$ cat src/sv/gauss_lattice_reduce_2d_unit_macros.svh
// ----------------------------------------------------------------------------
// Assertion macros for the 2-D lattice reduction unit
// Immediate-cycle and next-cycle implication checks on clk, gated by rst_n.
// ----------------------------------------------------------------------------
`ifndef GAUSS_LATTICE_REDUCE_2D_UNIT_MACROS_SVH
`define GAUSS_LATTICE_REDUCE_2D_UNIT_MACROS_SVH

// same-cycle implication
`define GLR_ASSERT_IMP(lbl, ante, cons, msg) \
  lbl: assert property (@(posedge clk) disable iff (!rst_n) (ante) |-> (cons)) \
    else $error(msg);

// next-cycle implication
`define GLR_ASSERT_NXT(lbl, ante, cons, msg) \
  lbl: assert property (@(posedge clk) disable iff (!rst_n) (ante) |=> (cons)) \
    else $error(msg);

`endif

$ cat src/sv/glr2d_pkg.sv
// ----------------------------------------------------------------------------
// glr2d_pkg
// Shared widths, micro-op codes and controller/datapath interface structs.
// ----------------------------------------------------------------------------
package glr2d_pkg;

  localparam int VEC_W   = 34;
  localparam int NORM_W  = 64;
  localparam int ACC_W   = 68;
  localparam int LIMIT_W = 8;
  localparam int DET_W   = 33;
  localparam logic [LIMIT_W-1:0] LIMIT_RESET = 8'd200;
  localparam logic signed [ACC_W-1:0] DOT_SAT = 68'sh0_7FFF_FFFF_FFFF_FFFF;

  typedef enum logic [3:0] {
    MUL_AXAX = 4'd0,
    MUL_AYAY = 4'd1,
    MUL_BXBX = 4'd2,
    MUL_BYBY = 4'd3,
    MUL_AXBX = 4'd4,
    MUL_AYBY = 4'd5,
    MUL_AXBY = 4'd6,
    MUL_AYBX = 4'd7,
    MUL_MUAX = 4'd8,
    MUL_MUAY = 4'd9
  } mul_sel_t;

  typedef enum logic [1:0] {
    ACC_NONE = 2'd0,
    ACC_LOAD = 2'd1,
    ACC_ADD  = 2'd2,
    ACC_SUB  = 2'd3
  } acc_op_t;

  typedef struct packed {
    mul_sel_t mul_sel;
    acc_op_t  acc_op;
    logic     ld_init;
    logic     st_na;
    logic     st_nb;
    logic     st_dot;
    logic     do_was;
    logic     do_swap;
    logic     div_start;
    logic     do_mu;
    logic     upd_bx;
    logic     upd_by;
    logic     do_chk;
    logic     publish;
  } cmd_t;

  typedef struct packed {
    logic zero;
    logic limit_zero;
    logic div_done;
    logic stop;
  } sts_t;

endpackage

$ cat src/sv/glr2d_ctrl.sv
// ----------------------------------------------------------------------------
// glr2d_ctrl
// Micro-op sequencer: norms and dot, swap, divide, update, check, finish.
// ----------------------------------------------------------------------------
`include "gauss_lattice_reduce_2d_unit_macros.svh"

module glr2d_ctrl (
  input  logic            clk,
  input  logic            rst_n,
  input  logic            start,
  output logic            busy,
  input  glr2d_pkg::sts_t sts,
  output glr2d_pkg::cmd_t cmd
);
  import glr2d_pkg::*;

  typedef enum logic [22:0] {
    S_IDLE  = 23'h000001,
    S_INIT  = 23'h000002,
    S_C0    = 23'h000004,
    S_C1    = 23'h000008,
    S_C2    = 23'h000010,
    S_C3    = 23'h000020,
    S_C4    = 23'h000040,
    S_C5    = 23'h000080,
    S_C6    = 23'h000100,
    S_C7    = 23'h000200,
    S_WAS   = 23'h000400,
    S_SWAP  = 23'h000800,
    S_DIVLD = 23'h001000,
    S_DIVW  = 23'h002000,
    S_MU    = 23'h004000,
    S_U0    = 23'h008000,
    S_U1    = 23'h010000,
    S_U2    = 23'h020000,
    S_CHK   = 23'h040000,
    S_D0    = 23'h080000,
    S_D1    = 23'h100000,
    S_D2    = 23'h200000,
    S_PUB   = 23'h400000
  } state_t;

  state_t state_r, state_nxt;
  logic   ret_r, ret_nxt;

  always_comb begin
    state_nxt = state_r;
    ret_nxt   = ret_r;
    cmd       = '0;
    case (state_r)
      S_IDLE: begin
        if (start) begin
          cmd.ld_init = 1'b1;
          ret_nxt     = 1'b0;
          state_nxt   = S_INIT;
        end
      end
      S_INIT:  state_nxt = sts.zero ? S_PUB : S_C0;
      S_C0: begin
        cmd.mul_sel = MUL_AXAX;
        state_nxt   = S_C1;
      end
      S_C1: begin
        cmd.mul_sel = MUL_AYAY;
        cmd.acc_op  = ACC_LOAD;
        state_nxt   = S_C2;
      end
      S_C2: begin
        cmd.mul_sel = MUL_BXBX;
        cmd.acc_op  = ACC_ADD;
        state_nxt   = S_C3;
      end
      S_C3: begin
        cmd.mul_sel = MUL_BYBY;
        cmd.acc_op  = ACC_LOAD;
        cmd.st_na   = 1'b1;
        state_nxt   = S_C4;
      end
      S_C4: begin
        cmd.mul_sel = MUL_AXBX;
        cmd.acc_op  = ACC_ADD;
        state_nxt   = S_C5;
      end
      S_C5: begin
        cmd.mul_sel = MUL_AYBY;
        cmd.acc_op  = ACC_LOAD;
        cmd.st_nb   = 1'b1;
        state_nxt   = S_C6;
      end
      S_C6: begin
        cmd.acc_op = ACC_ADD;
        state_nxt  = S_C7;
      end
      S_C7: begin
        cmd.st_dot = 1'b1;
        state_nxt  = ret_r ? S_CHK : S_WAS;
      end
      S_WAS: begin
        cmd.do_was = 1'b1;
        ret_nxt    = 1'b1;
        state_nxt  = sts.limit_zero ? S_D0 : S_SWAP;
      end
      S_SWAP: begin
        cmd.do_swap = 1'b1;
        state_nxt   = S_DIVLD;
      end
      S_DIVLD: begin
        cmd.div_start = 1'b1;
        state_nxt     = S_DIVW;
      end
      S_DIVW: begin
        if (sts.div_done) begin
          state_nxt = S_MU;
        end
      end
      S_MU: begin
        cmd.do_mu = 1'b1;
        state_nxt = S_U0;
      end
      S_U0: begin
        cmd.mul_sel = MUL_MUAX;
        state_nxt   = S_U1;
      end
      S_U1: begin
        cmd.mul_sel = MUL_MUAY;
        cmd.upd_bx  = 1'b1;
        state_nxt   = S_U2;
      end
      S_U2: begin
        cmd.upd_by = 1'b1;
        state_nxt  = S_C0;
      end
      S_CHK: begin
        cmd.do_chk = 1'b1;
        state_nxt  = sts.stop ? S_D0 : S_SWAP;
      end
      S_D0: begin
        cmd.mul_sel = MUL_AXBY;
        state_nxt   = S_D1;
      end
      S_D1: begin
        cmd.mul_sel = MUL_AYBX;
        cmd.acc_op  = ACC_LOAD;
        state_nxt   = S_D2;
      end
      S_D2: begin
        cmd.acc_op = ACC_SUB;
        state_nxt  = S_PUB;
      end
      S_PUB: begin
        cmd.publish = 1'b1;
        state_nxt   = S_IDLE;
      end
      default: state_nxt = S_IDLE;
    endcase
  end

  always_ff @(posedge clk) begin
    if (!rst_n) begin
      state_r <= S_IDLE;
      ret_r   <= 1'b0;
    end else begin
      state_r <= state_nxt;
      ret_r   <= ret_nxt;
    end
  end

  assign busy = (state_r != S_IDLE);

  `GLR_ASSERT_NXT(a_start_init, start && !busy, state_r == S_INIT, "start not taken")
  `GLR_ASSERT_NXT(a_div_exit, state_r == S_DIVW && sts.div_done, state_r == S_MU,
                  "divider result not consumed")
  `GLR_ASSERT_IMP(a_chk_ret, state_r == S_CHK, ret_r, "round check outside rounds")

endmodule

$ cat config.mk
export PLATFORM = sky130hd
export DESIGN_NAME = glr2d_ctrl
export DESIGN_NICKNAME = d
export VERILOG_FILES = /design/src/sv/glr2d_pkg.sv /design/src/sv/glr2d_ctrl.sv
export VERILOG_INCLUDE_DIRS = /design/src /design/src/sv
export SDC_FILE = /design/constraint.sdc
export NUM_CORES = 1
export LEC_CHECK = 0
export BUFFER_PORTS_ARGS = -buffer_cell sky130_fd_sc_hd__buf_4
export CELL_PAD_IN_SITES_DETAIL_PLACEMENT = 0
export CELL_PAD_IN_SITES_GLOBAL_PLACEMENT = 1
export CORE_ASPECT_RATIO = 1.5
export CORE_MARGIN = 2
export CORE_UTILIZATION = 40
export DETAILED_ROUTE_END_ITERATION = 8
export PLACE_DENSITY = 0.74
export SLEW_MARGIN = 20
export SYNTH_ARGS = -nofsm -noshare
export SYNTH_HDL_FRONTEND = slang
export SYNTH_SLANG_ARGS = --single-unit
$ cat constraint.sdc
create_clock -name clk -period 3.5 [get_ports clk]
set_clock_uncertainty 0.1 [all_clocks]
set_input_delay 1.05 -clock clk [delete_from_list [all_inputs] [get_ports clk]]
set_output_delay 1.05 -clock clk [all_outputs]
set_load 0.03 [all_outputs]
# --- Yosys cells after proc, flatten, opt, wreduce, memory -nomap -nowiden ---
# Index checks and enable logic that the tools add are counted.
classes:
  eq_ne: 26
  mux: 24
  reduce_logical: 5
ops:
  columns: ["operator", "count"]
  rows:
  - ["$pmux 23 s22", 1]
  - ["$mux 23", 3]
  - ["$mux 20", 2]
  - ["$pmux 4 s9", 1]
  - ["$eq 23x1->1 const B", 1]
  - ["$eq 23x10->1 const B", 1]
  - ["$eq 23x11->1 const B", 1]
  - ["$eq 23x12->1 const B", 1]
  - ["$eq 23x13->1 const B", 1]
  - ["$eq 23x14->1 const B", 1]
  - ["$eq 23x15->1 const B", 1]
  - ["$eq 23x16->1 const B", 1]
  - ["$eq 23x17->1 const B", 1]
  - ["$eq 23x18->1 const B", 1]
  - ["$eq 23x19->1 const B", 1]
  - ["$eq 23x2->1 const B", 1]
  - ["$eq 23x20->1 const B", 1]
  - ["$eq 23x21->1 const B", 1]
  - ["$eq 23x22->1 const B", 1]
  - ["$eq 23x23->1 const B", 1]
  - ["$eq 23x3->1 const B", 1]
  - ["$eq 23x4->1 const B", 1]
  - ["$eq 23x5->1 const B", 1]
  - ["$eq 23x6->1 const B", 1]
  - ["13 further kinds", 28]
totals:
  in_bits: 7
  register_bits: 24
  word_cells: 57
  out_inout_bits: 19

# --- Longest topological paths before layout ---
depth:
  depth_word: 3
  mapped_depth: 8

# --- Worst setup path before layout ---
# Ideal clock, no wire load.
synth_path:
  path_kind: "register to output"
  startpoint: "register state_r[3]"
  endpoint: "output port cmd[4] in the netlist's numbering"
  path_buffers: 1
  required_time_ps: 2350
  path_slack_ps: -297
  arrival_time_ps: 2647
  stages_incl_launch_ff: 6
  path_cell_list: "dfxtp_1 or4_1 clkbuf_1 nor3_2 nand3b_1 nor4b_1"
synth_lines:
  columns: ["element", "line", "rtl"]
  rows:
  - ["from (decl)", "glr2d_ctrl.sv:43", "state_t state_r, state_nxt;"]
  - ["from (signal assigned)", "glr2d_ctrl.sv:163", "state_r <= state_nxt;"]
  - ["to (decl)", "glr2d_ctrl.sv:13", "output glr2d_pkg::cmd_t cmd"]

==> key figures <==
Power
  – Total power: 0.531 mW
  – Pleak: 0.765 nW
  – P_int: 0.394 mW
  – Pwr dens: 288 mW/mm²
  – Peak VDD IR: 0.000199 V
  – Sequential Power Share: 52.6%
  – Sw Share: 25.9%
  – Clock power frac: 30.9%
  – Gate power share: 16.5%
  – Sw power: 0.138 mW

STA
  – Max Slew Vio Count: 0
  – Least-Margin Pin Slew: 500 ps
  – Final period utilization: 98.8%
  – Setup ws final: 42.5 ps
  – Hold Vio Cnt, Final: 0
  – F_max: 289 MHz
  – Fin crit period: 3460 ps
  – # setup viols final: 0
  – Max_slew headroom: 66.3%
  – RSZ-0062 raised after global routing: true

Finish
  – Share of layout cells above drive strength 1: 32.1%
  – Util after Layout: 54.5%
  – Filler Cell Count: 354
  – Nets: 221
  – Layout area overhead: 30.9%
  – # diodes: 0
  – Post-route cell area: 0.00184 mm²

Global routing
  – Largest net degree at the start of global routing: 14
  – Grt ovf: 0
  – Tot GR Track Use: 20.8%
  – Vias in the first global route: 1328
  – Initial antenna violation count: 0
  – First-pass GRT wire length: 6.29 mm

Clock tree
  – Clock Sinks: 24
  – Worst-Skew Late Latency: 270 ps
  – CTS tree: done
  – Longest Clk Path Bufs: 2
  – CTS H-tree lvls: 1
  – CTS Buf Count: 3
  – Clk slew on worst S/H paths: 80 ps
  – # hold bufs at CTS: 0
  – Clk Tree Root Cell: clkbuf_8

Floorplanning
  – Initial Util: 41.6%
  – Die H: 76.7 µm
  – Site Rows: 26
  – Die ar.: 0.00402 mm²
  – Die X-Extent: 52.4 µm
  – Core ar.: 0.00338 mm²
  – I/O pins: 26

Route
  – 1st-pass router iterations: 4
  – ANT nets after route: 0
  – Drt drc: 0
  – Via count: 1466
  – Vias/cell: 5.77
  – Drt wl/cell: 16.5 µm
  – Final WL: 4.19 mm
  – Initial DRC count: 76

Synthesis
  – Unique cell type count in the Yosys netlist: 41
  – Mean post-synth cell area: 8.00 µm²
  – Synthesized flop and latch total: 24
  – Post-synth ARST share: 0%
  – Cell Area, Synth: 0.00141 mm²
  – Register area share after synthesis: 34.1%
  – Syn_nets: 183
  – Ys Warns: 0
  – Top FF cell, synth: dfxtp_1
  – Mapped Cells: 176
  – Number of flops mapped to enable cells by yosys: 0

Worst setup path
  – Data required, critical path: 2350 ps
  – Top delay family on crit path: simple AND/OR/NAND/NOR gates
  – Critical Path, Cell by Cell: or4_4, buf_4, nor4_1, a22oi_1, o31ai_2, buf_4
  – Slowest-stage cell, CP: or4_4
  – Worst EP arrival: 2310 ps
  – Worst Path Buf+Inv: 2
  – CP max stage delay: 560 ps
  – Element type at the critical path end: output port
  – Type of origin of the critical path: flip-flop
  – Max FO, Critical Path: 7
  – Crit Path Class: flip-flop to output port
  – Most frequent CP cell: buf_4

Placed design
  – Post-Place Setup Slack: 180 ps
  – Gpl congestion: 0.826
  – Count of input and output buffers: 25
  – Final HPWL DP: 3.18 mm
  – Area after DPL: 0.00171 mm²

Worst hold path
  – Worst hold path type: flip-flop to flip-flop

Run
  – Max-cap violations: 0

Status
  – Status: completed
power by group through the flow:
stage	registers [mW]	clock network, mW	logic, mW
3_5_place_dp	0.285	0	0.0738
3_3_place_gp	0.285	0	0.0722
6_report	0.279	0.164	0.0878
4_1_cts	0.279	0.170	0.0769
2_1_floorplan	0.284	0	0.0478
5_1_grt	0.280	0.182	0.0940
cells in the final DEF, fill, tap and decap left out, drive strengths merged, types with 4 or more instances in the layout:
cell | Yosys | routed
dfxtp | 24 | 24
or2 | 4 | 4
nor3 | 13 | 13
inv | 9 | 9
nor2 | 17 | 17
or4 | 9 | 9
and3 | 5 | 5
o21ai | 4 | 4
or4b | 6 | 6
nand3 | 4 | 4
buf | 2 | 41
and2 | 4 | 4
or3 | 4 | 4
nand2 | 8 | 8
nor4b | 7 | 7
nor4 | 13 | 13
a21oi | 4 | 4
nand2b | 7 | 7
Yosys cell counts, types with 2 or more instances:
cell type	number	area share, %
a21oi_1	4	1.4
a22oi_1	3	1.6
a31o_2	3	1.9
and2_1	4	1.8
and3_1	5	2.2
clkbuf_1	6	1.6
dfxtp_1	24	34
inv_1	9	2.4
nand2_1	8	2.1
nand2b_1	7	3.1
nand3_1	4	1.4
nand4_1	2	0.89
nor2_1	17	4.5
nor3_1	12	4.3
nor4_1	13	5.8
nor4b_1	7	4.4
o2111ai_1	2	1.2
o21a_1	2	1.1
o21ai_0	4	1.4
or2_2	2	0.89
or3_1	4	1.8
or4_1	8	4.3
or4b_2	5	3.6
xnor2_1	2	1.2
xor2_1	3	1.9
worst register-to-register path, stage by stage (launching register included):
cell     delay [ps]
dfxtp_1         360
or4_4           610
or2_1           300
or4_4           510
or4b_1          500
a21oi_1         160
cells by family (layout without fill, tap and decap cells):
| logic type | count (synthesis) | count (layout) | synth area share (%) |
|---|---|---|---|
| xor+xnor | 5 | 5 | 3.11 |
| buf+inv | 17 | 53 | 4.89 |
| simple gates | 106 | 106 | 45.8 |
| flops | 24 | 24 | 34.1 |
| compound gates | 23 | 23 | 11.4 |
| mux | 1 | 1 | 0.711 |
worst paths after layout:
path,from,end,slack [ps],cells after the start
worst min register to register,ret_r$_SDFFE_PN0P_,state_r[10]$_SDFFE_PN0P_,380,1
worst max register to register,state_r[5]$_SDFFE_PN0P_,state_r[22]$_SDFFE_PN0P_,890,5
worst min-delay path,ret_r$_SDFFE_PN0P_,state_r[10]$_SDFFE_PN0P_,380,1
worst max-delay path,state_r[1]$_SDFFE_PN0P_,cmd[13],40,6
flip-flops by register name (all words and copies together) (netlist names):
register  flops
state_r      23
ret_r         1
timing repair:
| item | CTS | global route |
|---|---|---|
| endpoints found under the setup margin | 10 | 13 |
| pin swaps | 0 | 5 |
| gates resized for setup | 4 | 7 |
| buffers inserted | 0 | 6 |
routing by layer:
layer  part of all wire [%]  global-route usage (%)
met2                     55                    39.0
met5                      0                       0
met3                    3.4                    1.95
met1                     40                    22.7
met4                    1.2                    7.95
stage by stage:
| stage | setup TNS (ps) | hold slack (ps) | cells |
|---|---|---|---|
| finish | 0 | 377 | 254 |
| global route | -14.5 | 399 | 254 |
| CTS | 0 | 382 | 248 |
| detailed placement | 0 | 361 | 245 |
| global placement | 0 | 369 | 245 |
| floorplan | 0 | 297 | 176 |
layout make-up:
cell class / instances / area (µm²) / share of cell area, %
flip-flops and latches: 24 / 480 / 26.1
repair buffers: 41 / 308 / 16.7
clock buffers: 3 / 41.3 / 2.24
well taps: 42 / 52.6 / 2.85
inverters: 9 / 33.8 / 1.83
multi-input cells: 135 / 927 / 50.3
Power figures use the tool's default switching activity.
